`config.mk`:
```
export PLATFORM = sky130hd
export DESIGN_NAME = ascii_frame_receiver_checksum
export DESIGN_NICKNAME = d
export VERILOG_FILES = /design/src/rtl/afrc_pkg.sv /design/src/rtl/afrc_in_stage.sv /design/src/rtl/afrc_frame_core.sv /design/src/rtl/afrc_out_stage.sv /design/src/rtl/ascii_frame_receiver_checksum.sv
export VERILOG_INCLUDE_DIRS = /design/src /design/src/rtl
export SDC_FILE = /design/constraint.sdc
export NUM_CORES = 1
export LEC_CHECK = 0
export BUFFER_PORTS_ARGS = -buffer_cell sky130_fd_sc_hd__buf_2
export CELL_PAD_IN_SITES_DETAIL_PLACEMENT = 1
export CELL_PAD_IN_SITES_GLOBAL_PLACEMENT = 1
export CORE_AREA = 10 10 121 90
export DETAILED_ROUTE_END_ITERATION = 10
export DIE_AREA = 0 0 131 100
export GPL_ROUTABILITY_DRIVEN = 1
export PLACE_DENSITY = 0.77
export REMOVE_ABC_BUFFERS = 1
export SLEW_MARGIN = 20
export SYNTH_ARGS = -nofsm -noshare
export SYNTH_HDL_FRONTEND = slang
export SYNTH_SLANG_ARGS = --single-unit
```
`constraint.sdc`:
```
create_clock -name clk -period 4.4 [get_ports clk]
set_input_delay 0.22 -clock clk [delete_from_list [all_inputs] [get_ports clk]]
set_output_delay 0.22 -clock clk [all_outputs]
set_load 0.01 [all_outputs]
```
`src/rtl/ascii_frame_receiver_checksum_assert.svh`:
```
// Assertion macros for the ASCII frame receiver.
`ifndef ASCII_FRAME_RECEIVER_CHECKSUM_ASSERT_SVH
`define ASCII_FRAME_RECEIVER_CHECKSUM_ASSERT_SVH

// Same-cycle implication, sampled on clk, off during rst.
`define AFRC_ASSERT_SAME(label, ante, cons, msg) \
  label: assert property (@(posedge clk) disable iff (rst) (ante) |-> (cons)) \
    else $error(msg);

// Next-cycle implication, sampled on clk, off during rst.
`define AFRC_ASSERT_NEXT(label, ante, cons, msg) \
  label: assert property (@(posedge clk) disable iff (rst) (ante) |=> (cons)) \
    else $error(msg);

`endif

```
`src/rtl/afrc_pkg.sv`:
```
// Shared types and constants for the ASCII frame receiver.
package afrc_pkg;

  localparam int unsigned BUFFER_SIZE_DEF = 120;
  localparam int unsigned MIN_FRAME       = 7;

  localparam logic [9:0] TIMEOUT_RST = 10'd20;

  // event kinds
  localparam logic [1:0] CMD_BYTE    = 2'd0;
  localparam logic [1:0] CMD_TICK    = 2'd1;
  localparam logic [1:0] CMD_DRV_ERR = 2'd2;

  // result status codes
  localparam logic [2:0] ST_OK         = 3'd0;
  localparam logic [2:0] ST_NO_REPLY   = 3'd1;
  localparam logic [2:0] ST_DRV_ERROR  = 3'd2;
  localparam logic [2:0] ST_TOO_MUCH   = 3'd3;
  localparam logic [2:0] ST_NOT_ENOUGH = 3'd4;
  localparam logic [2:0] ST_CHECKSUM   = 3'd5;

  localparam logic [7:0] PRINT_MIN  = 8'h20;
  localparam logic [7:0] CHK_MASK   = 8'h3F;
  localparam logic [7:0] CHK_OFFSET = 8'h20;

  typedef struct packed {
    logic [1:0] cmd;
    logic [7:0] rx_byte;
  } item_t;

  typedef struct packed {
    logic  valid;
    item_t data;
  } in_slot_t;

  typedef struct packed {
    logic       valid;
    logic [2:0] status;
    logic [6:0] frame_length;
  } res_t;

endpackage

```
`src/rtl/afrc_in_stage.sv`:
```
// Input register stage: holds one event until the core consumes it.
module afrc_in_stage (
  input  logic               clk,
  input  logic               rst,
  input  logic               s_valid,
  output logic               s_ready,
  input  afrc_pkg::item_t    s_item,
  input  logic               take,
  output afrc_pkg::in_slot_t slot
);
  import afrc_pkg::*;

  logic  slot_valid;
  item_t slot_item;

  assign s_ready = !slot_valid || take;

  always_ff @(posedge clk) begin
    if (rst) begin
      slot_valid <= 1'b0;
    end else if (s_ready) begin
      slot_valid <= s_valid;
    end
  end

  always_ff @(posedge clk) begin
    if (s_valid && s_ready) begin
      slot_item <= s_item;
    end
  end

  assign slot = '{valid: slot_valid, data: slot_item};

endmodule

```
`src/rtl/afrc_frame_core.sv`:
```
// Frame state and combinational judgment of each event.
module afrc_frame_core #(
  parameter int unsigned BUFFER_SIZE = afrc_pkg::BUFFER_SIZE_DEF
) (
  input  logic               clk,
  input  logic               rst,
  input  logic               cfg_wr_en,
  input  logic [9:0]         cfg_wr_data,
  input  afrc_pkg::in_slot_t slot,
  input  logic               out_free,
  output logic               take,
  output afrc_pkg::res_t     res
);
  import afrc_pkg::*;

  localparam int unsigned CW = $clog2(BUFFER_SIZE);
  localparam logic [CW:0] FULL_COUNT = (CW + 1)'(BUFFER_SIZE - 1);
  localparam logic [CW:0] MIN_COUNT  = (CW + 1)'(MIN_FRAME);

  logic [9:0]    timeout_ticks;
  logic [CW-1:0] byte_count;
  logic [7:0]    running_sum;
  logic [7:0]    latest_byte;
  logic [9:0]    idle_count;

  logic [CW:0]   cnt_inc;
  logic [CW:0]   len_src;
  logic [CW+7:0] len_ext;
  logic [9:0]    idle_inc;
  logic [7:0]    others;
  logic [7:0]    expect_byte;
  logic          fire;
  logic          load_byte;
  logic          bump_idle;
  logic [2:0]    status;

  assign cnt_inc     = {1'b0, byte_count} + (CW + 1)'(1);
  assign idle_inc    = idle_count + 10'd1;
  assign others      = running_sum - latest_byte;
  assign expect_byte = (others & CHK_MASK) + CHK_OFFSET;

  always_comb begin
    fire      = 1'b0;
    load_byte = 1'b0;
    bump_idle = 1'b0;
    status    = ST_OK;
    case (slot.data.cmd)
      CMD_TICK: begin
        if (idle_inc >= timeout_ticks || idle_inc == 10'd0) begin
          fire   = 1'b1;
          status = ST_NO_REPLY;
        end else begin
          bump_idle = 1'b1;
        end
      end
      CMD_DRV_ERR: begin
        fire   = 1'b1;
        status = ST_DRV_ERROR;
      end
      CMD_BYTE: begin
        if (slot.data.rx_byte < PRINT_MIN) begin
          // control byte closes the frame
          fire = 1'b1;
          if (byte_count == '0) begin
            status = ST_NO_REPLY;
          end else if ({1'b0, byte_count} < MIN_COUNT) begin
            status = ST_NOT_ENOUGH;
          end else if (expect_byte != latest_byte) begin
            status = ST_CHECKSUM;
          end else begin
            status = ST_OK;
          end
        end else begin
          load_byte = 1'b1;
          if (cnt_inc >= FULL_COUNT) begin
            fire   = 1'b1;
            status = ST_TOO_MUCH;
          end
        end
      end
      default: begin
      end
    endcase
  end

  // buffer-full reports the count including the byte just taken
  assign len_src = load_byte ? cnt_inc : {1'b0, byte_count};
  assign len_ext = {7'd0, len_src};

  assign take = slot.valid && (!fire || out_free);

  assign res = '{valid: take && fire, status: status, frame_length: len_ext[6:0]};

  always_ff @(posedge clk) begin
    if (rst) begin
      timeout_ticks <= TIMEOUT_RST;
    end else if (cfg_wr_en) begin
      timeout_ticks <= cfg_wr_data;
    end
  end

  always_ff @(posedge clk) begin
    if (rst) begin
      byte_count  <= '0;
      running_sum <= '0;
      latest_byte <= '0;
      idle_count  <= '0;
    end else if (take) begin
      if (fire) begin
        byte_count  <= '0;
        running_sum <= '0;
        latest_byte <= '0;
        idle_count  <= '0;
      end else if (load_byte) begin
        byte_count  <= cnt_inc[CW-1:0];
        running_sum <= running_sum + slot.data.rx_byte;
        latest_byte <= slot.data.rx_byte;
        idle_count  <= '0;
      end else if (bump_idle) begin
        idle_count <= idle_inc;
      end
    end
  end

endmodule

```
`src/rtl/afrc_out_stage.sv`:
```
// Result register toward the output stream.
module afrc_out_stage (
  input  logic           clk,
  input  logic           rst,
  input  afrc_pkg::res_t res,
  output logic           out_free,
  output logic           m_valid,
  input  logic           m_ready,
  output logic [2:0]     status,
  output logic [6:0]     frame_length
);
  import afrc_pkg::*;

  assign out_free = !m_valid || m_ready;

  always_ff @(posedge clk) begin
    if (rst) begin
      m_valid <= 1'b0;
    end else if (out_free) begin
      m_valid <= res.valid;
    end
  end

  always_ff @(posedge clk) begin
    if (res.valid) begin
      status       <= res.status;
      frame_length <= res.frame_length;
    end
  end

endmodule

```
`src/rtl/ascii_frame_receiver_checksum.sv`:
```
// Top level of the ASCII frame receiver with 6-bit sum checksum.
//
// Takes one event per beat (received byte, idle tick or driver error) and
// gives at most one result beat per finished frame: a status code and the
// count of printable bytes in the frame. Printable bytes (0x20 and up) add
// to a mod-256 sum; a control byte closes the frame, which passes when its
// last byte equals ((sum of the other bytes) & 0x3F) + 0x20 and it holds at
// least 7 bytes. Idle ticks reaching timeout_ticks report no-reply, a driver
// error aborts, and BUFFER_SIZE-1 bytes report too-much-data. Every result
// starts a new frame. Rate: one event per clock, sustained. An event is
// held in the input register and judged there by the combinational frame
// core, and its result is then registered in the result register. A
// stalled result only holds back events that would produce another result.
// timeout_ticks is written through cfg_wr_en/cfg_wr_data; the user must
// write it only while the block is idle, which the block does not enforce.
`include "ascii_frame_receiver_checksum_assert.svh"

module ascii_frame_receiver_checksum #(
  parameter int unsigned BUFFER_SIZE = afrc_pkg::BUFFER_SIZE_DEF
) (
  input  logic        clk,
  input  logic        rst,
  // config: timeout_ticks
  input  logic        cfg_wr_en,
  input  logic [9:0]  cfg_wr_data,
  // event stream
  input  logic        s_axis_tvalid,
  output logic        s_axis_tready,
  input  logic [7:0]  s_axis_tdata,   // [7:0] rx_byte
  input  logic [1:0]  s_axis_tuser,   // [1:0] cmd
  // result stream
  output logic        m_axis_tvalid,
  input  logic        m_axis_tready,
  output logic [15:0] m_axis_tdata    // [2:0] status, [9:3] frame_length, rest zero
);
  import afrc_pkg::*;

  item_t      s_item;
  in_slot_t   slot;
  res_t       res;
  logic       take;
  logic       out_free;
  logic [2:0] status;
  logic [6:0] frame_length;

  assign s_item = '{cmd: s_axis_tuser, rx_byte: s_axis_tdata};

  // event register
  afrc_in_stage u_in (
    .clk     (clk),
    .rst     (rst),
    .s_valid (s_axis_tvalid),
    .s_ready (s_axis_tready),
    .s_item  (s_item),
    .take    (take),
    .slot    (slot)
  );

  // frame state and judgment
  afrc_frame_core #(
    .BUFFER_SIZE (BUFFER_SIZE)
  ) u_core (
    .clk         (clk),
    .rst         (rst),
    .cfg_wr_en   (cfg_wr_en),
    .cfg_wr_data (cfg_wr_data),
    .slot        (slot),
    .out_free    (out_free),
    .take        (take),
    .res         (res)
  );

  // result register
  afrc_out_stage u_out (
    .clk          (clk),
    .rst          (rst),
    .res          (res),
    .out_free     (out_free),
    .m_valid      (m_axis_tvalid),
    .m_ready      (m_axis_tready),
    .status       (status),
    .frame_length (frame_length)
  );

  assign m_axis_tdata = {6'd0, frame_length, status};

  // a result is only produced into a free result register
  `AFRC_ASSERT_SAME(a_res_into_free, res.valid, out_free, "result produced while output busy")
  // a held event is not dropped
  `AFRC_ASSERT_NEXT(a_slot_held, slot.valid && !take, slot.valid, "held event lost")
  // an empty event register always takes a beat
  `AFRC_ASSERT_SAME(a_ready_empty, !slot.valid, s_axis_tready, "empty stage not ready")

endmodule

```
==> out/metrics.yaml, run 1 <==
clock_network:
  postCtsHoldBufs: 0
  post_cts_resized: 0
  numCtsBuffers: 9
  clockBufferDepth: 2
  clk_latency_ns: 0.33
  h-tree-depth: 3
  cts_root_buffer: "clkbuf_16"
  clkTransAtPathRegs_ns: 0.05
  cts_tree: "yes"
  post-cts-setup-buffer-count: 0
  cts.sink_count: 63
sta:
  rsz0062_at_grt: "false"
  finalHoldViolCount: 0
  finalSetupViolations: 0
  worst_slew_pin_slew_ns: 0.870
  min_period_over_period_pct: 85.0
  fmax_ghz: 0.267
  whs_ns: 0.0574
  fin_tns_setup_ns: 0
  maxSlewHeadroom_pct: 41.7
  timing.final.max_slew_violations: 0
  worst_slack_ns: 0.659
  fin_worst_skew_ns: 0.00537
  period_needed_ns: 3.74
synth:
  synth-edff-count: 20
  postSynthCellCount: 407
  yosysTopAreaCell: "dfxtp_1"
  synth.avg_cell_area_um2: 9.31
  synth_ff_type: "dfxtp_1"
  yosysUniqueCellTypes: 61
  async_flop_share_pct: 0
  yosysWarnings: 0
  synth.area.top_cells: "dfxtp_1, edfxtp_1, ha_1"
  synth_top_area_share_pct: 22.7
  synth_seq_cells: 63
  yosysMostFrequentCell: "nand2_1"
  yosys-top-cells-count: "nand2_1, dfxtp_1, nor2_1, mux2i_1"
  ys_seq_area_share_pct: 38.5
  synthesis.area_um2: 3790
power_and_ir_drop:
  p_leak_uw: 0.00180
  switching_power_uw: 369
  power.internal_uw: 1210
  ir_worst_vdd_mv: 0.253
  p_seq_share_pct: 40.1
  switching_share_pct: 23.3
  p_clk_share_pct: 50.5
  p_comb_share_pct: 9.4
  p_per_area_nw_per_um2: 360
setup_path:
  cp-start-kind: "register"
  crit_path_max_fanout: 7
  timing.critical_path.to: "s_axis_tready"
  crit_path_end_kind: "primary output"
  cp-startpoint: "u_core.idle_count[2]"
  reg2reg_slack_ns: 0.70
  r2r-start: "u_core.idle_count[2]"
  required_ns: 4.18
  rr_endpoint: "u_in.slot[5]"
  cp_data_arrival_time_ns: 3.52
  reg2reg_depth: 11
  worstSetupPathType: "reg2out"
run:
  drv_cap: 0
final_layout:
  num_antenna_cells: 0
  finalInstanceArea_um2: 4380
  stdcell_count: 565
  syn_to_final_growth_pct: 15.6
  drive_gt1_share_pct: 15.2
  final_nets: 487
grt:
  antenna_found_initial: 0
  grt_pass1_vias: 3177
  grt_max_degree: 28
  grt-ovfl-total: 0
  grt_usage_pct: 15.6
  grt_pass1_wl_mm: 16.2
placement:
  dp_slack_ns: 0.717
  post_dp_cell_area_um2: 4040
  dp_cells: 549
  place_hpwl_mm: 7.25
  numPortBuffers: 36
  place.gp.congestion: 0.831
floorplanning:
  io_pins: 43
  row_count: 29
  die-area_um2: 13100
  initial_core_util_pct: 43.4
  core_um2: 8740
  die_h_um: 100
  die_w_um: 131
route:
  via_per_inst: 5.44
  route.detailed.drc: 0
  ant_nets: 0
  wl_mm: 9.72
  wl_per_cell_um: 17.2
  initialDrtViolationCount: 241
  vias: 3073
  first_pass_iters: 4
min_path:
  holdCritPathClass: "in2reg"
  holdPathStages: 1
run_status:
  outcome: "completed"
[cell usage in the layout (no fill, tap or decap), types with 2 or more instances in the layout]
master / synthesis / layout
a211o_1: 4 / 4
a21o_1: 5 / 5
a21oi_1: 7 / 7
a311oi_1: 2 / 2
a31oi_1: 3 / 3
and2_1: 9 / 9
and3_1: 4 / 4
and4_1: 2 / 2
buf_2: 1 / 36
buf_4: 8 / 3
bufinv_16: 0 / 2
clkbuf_16: 0 / 10
clkinv_4: 0 / 3
conb_1: 1 / 6
dfxtp_1: 43 / 43
edfxtp_1: 20 / 20
fa_1: 2 / 2
ha_1: 24 / 24
inv_1: 24 / 24
mux2i_1: 26 / 26
nand2_1: 48 / 48
nand2b_1: 4 / 4
nand3_1: 11 / 11
nand4_1: 9 / 9
nor2_1: 27 / 27
nor2b_1: 4 / 4
nor3_1: 5 / 5
nor3b_1: 2 / 2
nor4_1: 3 / 3
o211ai_1: 20 / 20
o21a_1: 2 / 2
o21ai_0: 9 / 9
o21ai_1: 4 / 4
o2bb2ai_1: 2 / 2
o311ai_0: 2 / 2
o31ai_2: 2 / 2
or2_2: 2 / 2
or4_1: 2 / 2
xnor2_1: 16 / 16
xor2_1: 9 / 9
[power by group through the flow]
stage / sequential (uW) / combinational, uW / clock, uW
2_1_floorplan: 642 / 96.1 / 0
3_3_place_gp: 644 / 143 / 0
3_5_place_dp: 645 / 149 / 0
4_1_cts: 633 / 151 / 816
5_1_grt: 635 / 168 / 839
6_report: 633 / 149 / 798
[metal layers]
| layer | up-vias | wire [um] | share of wire, % | global-route usage (%) |
|---|---|---|---|---|
| li1 | 1505 | - | - | - |
| met1 | 1507 | 4640 | 48 | 20.4 |
| met2 | 47 | 4450 | 46 | 24.2 |
| met3 | 14 | 512 | 5.3 | 4.69 |
| met4 | 0 | 119 | 1.2 | 4.52 |
| met5 | - | 0 | 0 | 0 |
[area by class of cell]
| class | count | area [um^2] |
|---|---|---|
| fillers | 1016 | 4360 |
| multi-input cells | 297 | 2110 |
| flip-flops and latches | 63 | 1460 |
| clock buffers | 10 | 250 |
| repair buffers | 40 | 223 |
| well taps | 124 | 155 |
| inverters | 25 | 93.8 |
| clock inverters | 6 | 91.3 |
[registers in the layout, summed over array words and instances (netlist names)]
| register | flops |
|---|---|
| u_core.byte_count | 7 |
| u_core.idle_count | 10 |
| u_core.latest_byte | 8 |
| u_core.running_sum | 6 |
| u_core.timeout_ticks | 10 |
| u_in.slot | 10 |
| u_in.slot_valid | 1 |
| u_out.frame_length | 7 |
| u_out.m_valid | 1 |
| u_out.status | 3 |
[per-stage QoR]
step	util, %	power (uW)
4_1_cts	50.1	1600
2_1_floorplan	-	739
3_5_place_dp	46.2	794
6_report	50.1	1580
3_3_place_gp	46.2	787
5_1_grt	50.1	1640
[logic make-up after synthesis]
kind of cell / Yosys count / share of synthesized area, %
AO/OA/AOI/OAI: 75 / 15.1
XOR/XNOR: 25 / 5.78
adder cells (fa/ha/maj): 26 / 8.98
buffers and inverters: 52 / 6.37
flip-flops: 63 / 38.5
multiplexers: 26 / 6.86
other: 1 / 0.0989
AND/OR/NAND/NOR: 139 / 18.2
[worst max-delay path, stage by stage, from the launching register on]
cell and delay, ns:
dfxtp_1 0.44, nand3_1 0.27, or2_2 0.40, and2_1 0.18
or2_2 0.29, ha_1 0.31, and4_1 0.22, nand2_1 0.06
o2111a_1 0.29, a31oi_1 0.19, buf_4 0.17, nand4_1 0.16
buf_2 0.22
[worst min path at each step]
stage,from,end,slack [ns]
global placement,s_axis_tdata[6],u_in.slot[6],0.40
finish,s_axis_tdata[6],u_in.slot[6],0.06
CTS,s_axis_tdata[6],u_in.slot[6],0.05
global route,s_axis_tdata[5],u_in.slot[5],0.05
detailed placement,s_axis_tdata[0],u_in.slot[0],0.40
floorplan,rst,u_in.slot_valid,0.29
Power figures use the tool's default switching activity.
==> run 2, diff against run 1 <==
- CORE_AREA: 10 10 121 90 -> 10 10 159 117
- DIE_AREA: 0 0 131 100 -> 0 0 169 127
- PLACE_DENSITY: 0.77 -> 0.47
==> out/metrics.yaml, run 2 (synthesis gave the netlist of run 1 again) <==
setup_path:
  crit_path_end_kind: "register"
  required_ns: 4.36
  cp_data_arrival_time_ns: 3.74
  cp-start-kind: "register"
  worstSetupPathType: "reg2reg"
  crit_path_max_fanout: 10
sta:
  min_period_over_period_pct: 85.9
  fmax_ghz: 0.265
  fin_worst_skew_ns: 0.00612
  worst_slew_pin_slew_ns: 0.805
  worst_slack_ns: 0.621
  finalHoldViolCount: 0
  finalSetupViolations: 0
  timing.final.max_slew_violations: 0
  maxSlewHeadroom_pct: 46.0
  fin_tns_setup_ns: 0
  period_needed_ns: 3.78
  rsz0062_at_grt: "false"
floorplanning:
  io_pins: 43
  row_count: 39
  initial_core_util_pct: 24.1
  die_w_um: 169
  die_h_um: 127
  die-area_um2: 21500
  core_um2: 15800
final_layout:
  final_common_cell: "nand2_1"
  multi_input_area_um2: 2110
  drive_gt1_share_pct: 14.5
  fill_cells: 1814
  num_antenna_cells: 0
  ff_latch_area_um2: 1460
  final_nets: 487
  final_cell_mix: "nand2_1, dfxtp_1, buf_2"
  syn_to_final_growth_pct: 16.7
  finish.utilization_pct: 28.1
route:
  wl_mm: 10.6
  wl_per_cell_um: 16.4
  vias: 3011
  initialDrtViolationCount: 144
  ant_nets: 0
  first_pass_iters: 4
  via_per_inst: 4.66
  route.detailed.drc: 0
grt:
  use_met3_pct: 3.06
  use_met2_pct: 14.9
  grt-ovfl-total: 0
  grt_pass1_vias: 3245
  grt_max_degree: 30
  grtUsageMet1_pct: 14.2
  antenna_found_initial: 0
  grt_pass1_wl_mm: 17.5
  grt-busiest-layer: "met2"
  grt_usage_pct: 10.1
placement:
  dp_slack_ns: 0.592
  place_hpwl_mm: 7.84
  numPortBuffers: 36
  place.gp.congestion: 0.818
power_and_ir_drop:
  p_per_area_nw_per_um2: 334
  p_leak_uw: 0.00177
  ir_worst_vdd_mv: 0.131
clock_network:
  post_cts_resized: 0
  cts_tree: "yes"
  clkTransAtPathRegs_ns: 0.06
  clockBufferDepth: 2
  clk_latency_ns: 0.33
  post-cts-setup-buffer-count: 0
  cts.sink_count: 63
  cts_root_buffer: "clkbuf_16"
  h-tree-depth: 3
  postCtsHoldBufs: 0
  numCtsBuffers: 9
run:
  drv_cap: 0
run_status:
  outcome: "completed"
min_path:
  holdCritPathClass: "in2reg"
[run 2: changes by cell type in the layout (fill, tap and decap cells not counted), sizes merged]
cell    delta
bufinv     -1
clkbuf     +1
[run 2: final cells by class]
type	count	share of cell area [%]
multi-input combinational	297	47.6
sequential	63	33.0
tap	205	5.80
clock buffer	11	5.26
timing repair buffer	40	5.04
inverter	25	2.12
clock inverter	5	1.10
[run 2: metal layers]
| metal | wire [um] | vias to the layer above | part of all wire, % |
|---|---|---|---|
| met3 | 385 | 8 | 3.6 |
| met4 | 71 | 0 | 0.67 |
| li1 | - | 1500 | - |
| met1 | 5720 | 1465 | 54 |
| met2 | 4440 | 38 | 42 |
| met5 | 0 | - | 0 |
[run 2: worst paths after layout]
check	from	endpoint	slack, ns	cells past startpoint
setup / recovery	u_core.idle_count[2]	u_in.slot[6]	0.62	11
hold / removal	s_axis_tdata[7]	u_in.slot[7]	0.06	1
setup reg to reg	u_core.idle_count[2]	u_in.slot[6]	0.62	11
hold reg to reg	u_core.latest_byte[7]	u_core.latest_byte[7]	0.47	2
[run 2: worst max-delay path, stage by stage (launching register included)]
cell and delay, ns:
dfxtp_1 0.45, nand3_1 0.27, or2_2 0.39, and2_1 0.17
or2_2 0.29, ha_1 0.31, and4_1 0.23, a31oi_1 0.35
a31oi_1 0.14, buf_4 0.17, nand4_1 0.13, and2_1 0.49
[run 2: where the power goes]
group / total, uW / internal, uW / switching, uW / leakage [uW]
combinational: 152 / 60.4 / 91.7 / 0.00109
clock: 692 / 434 / 258 / 0.000141
sequential: 633 / 619 / 14.2 / 0.000537
[run 2: per-stage QoR]
step | area [um^2] | power [uW] | hold WS, ns | instances
final | 4420 | 1480 | 0.0623 | 646
after global routing | 4420 | 1550 | 0.0459 | 646
after CTS | 4420 | 1510 | 0.0500 | 646
after detailed placement | 4140 | 799 | 0.399 | 630
after global placement | 4140 | 796 | 0.398 | 630
after floorplan | 3660 | 739 | 0.289 | 385
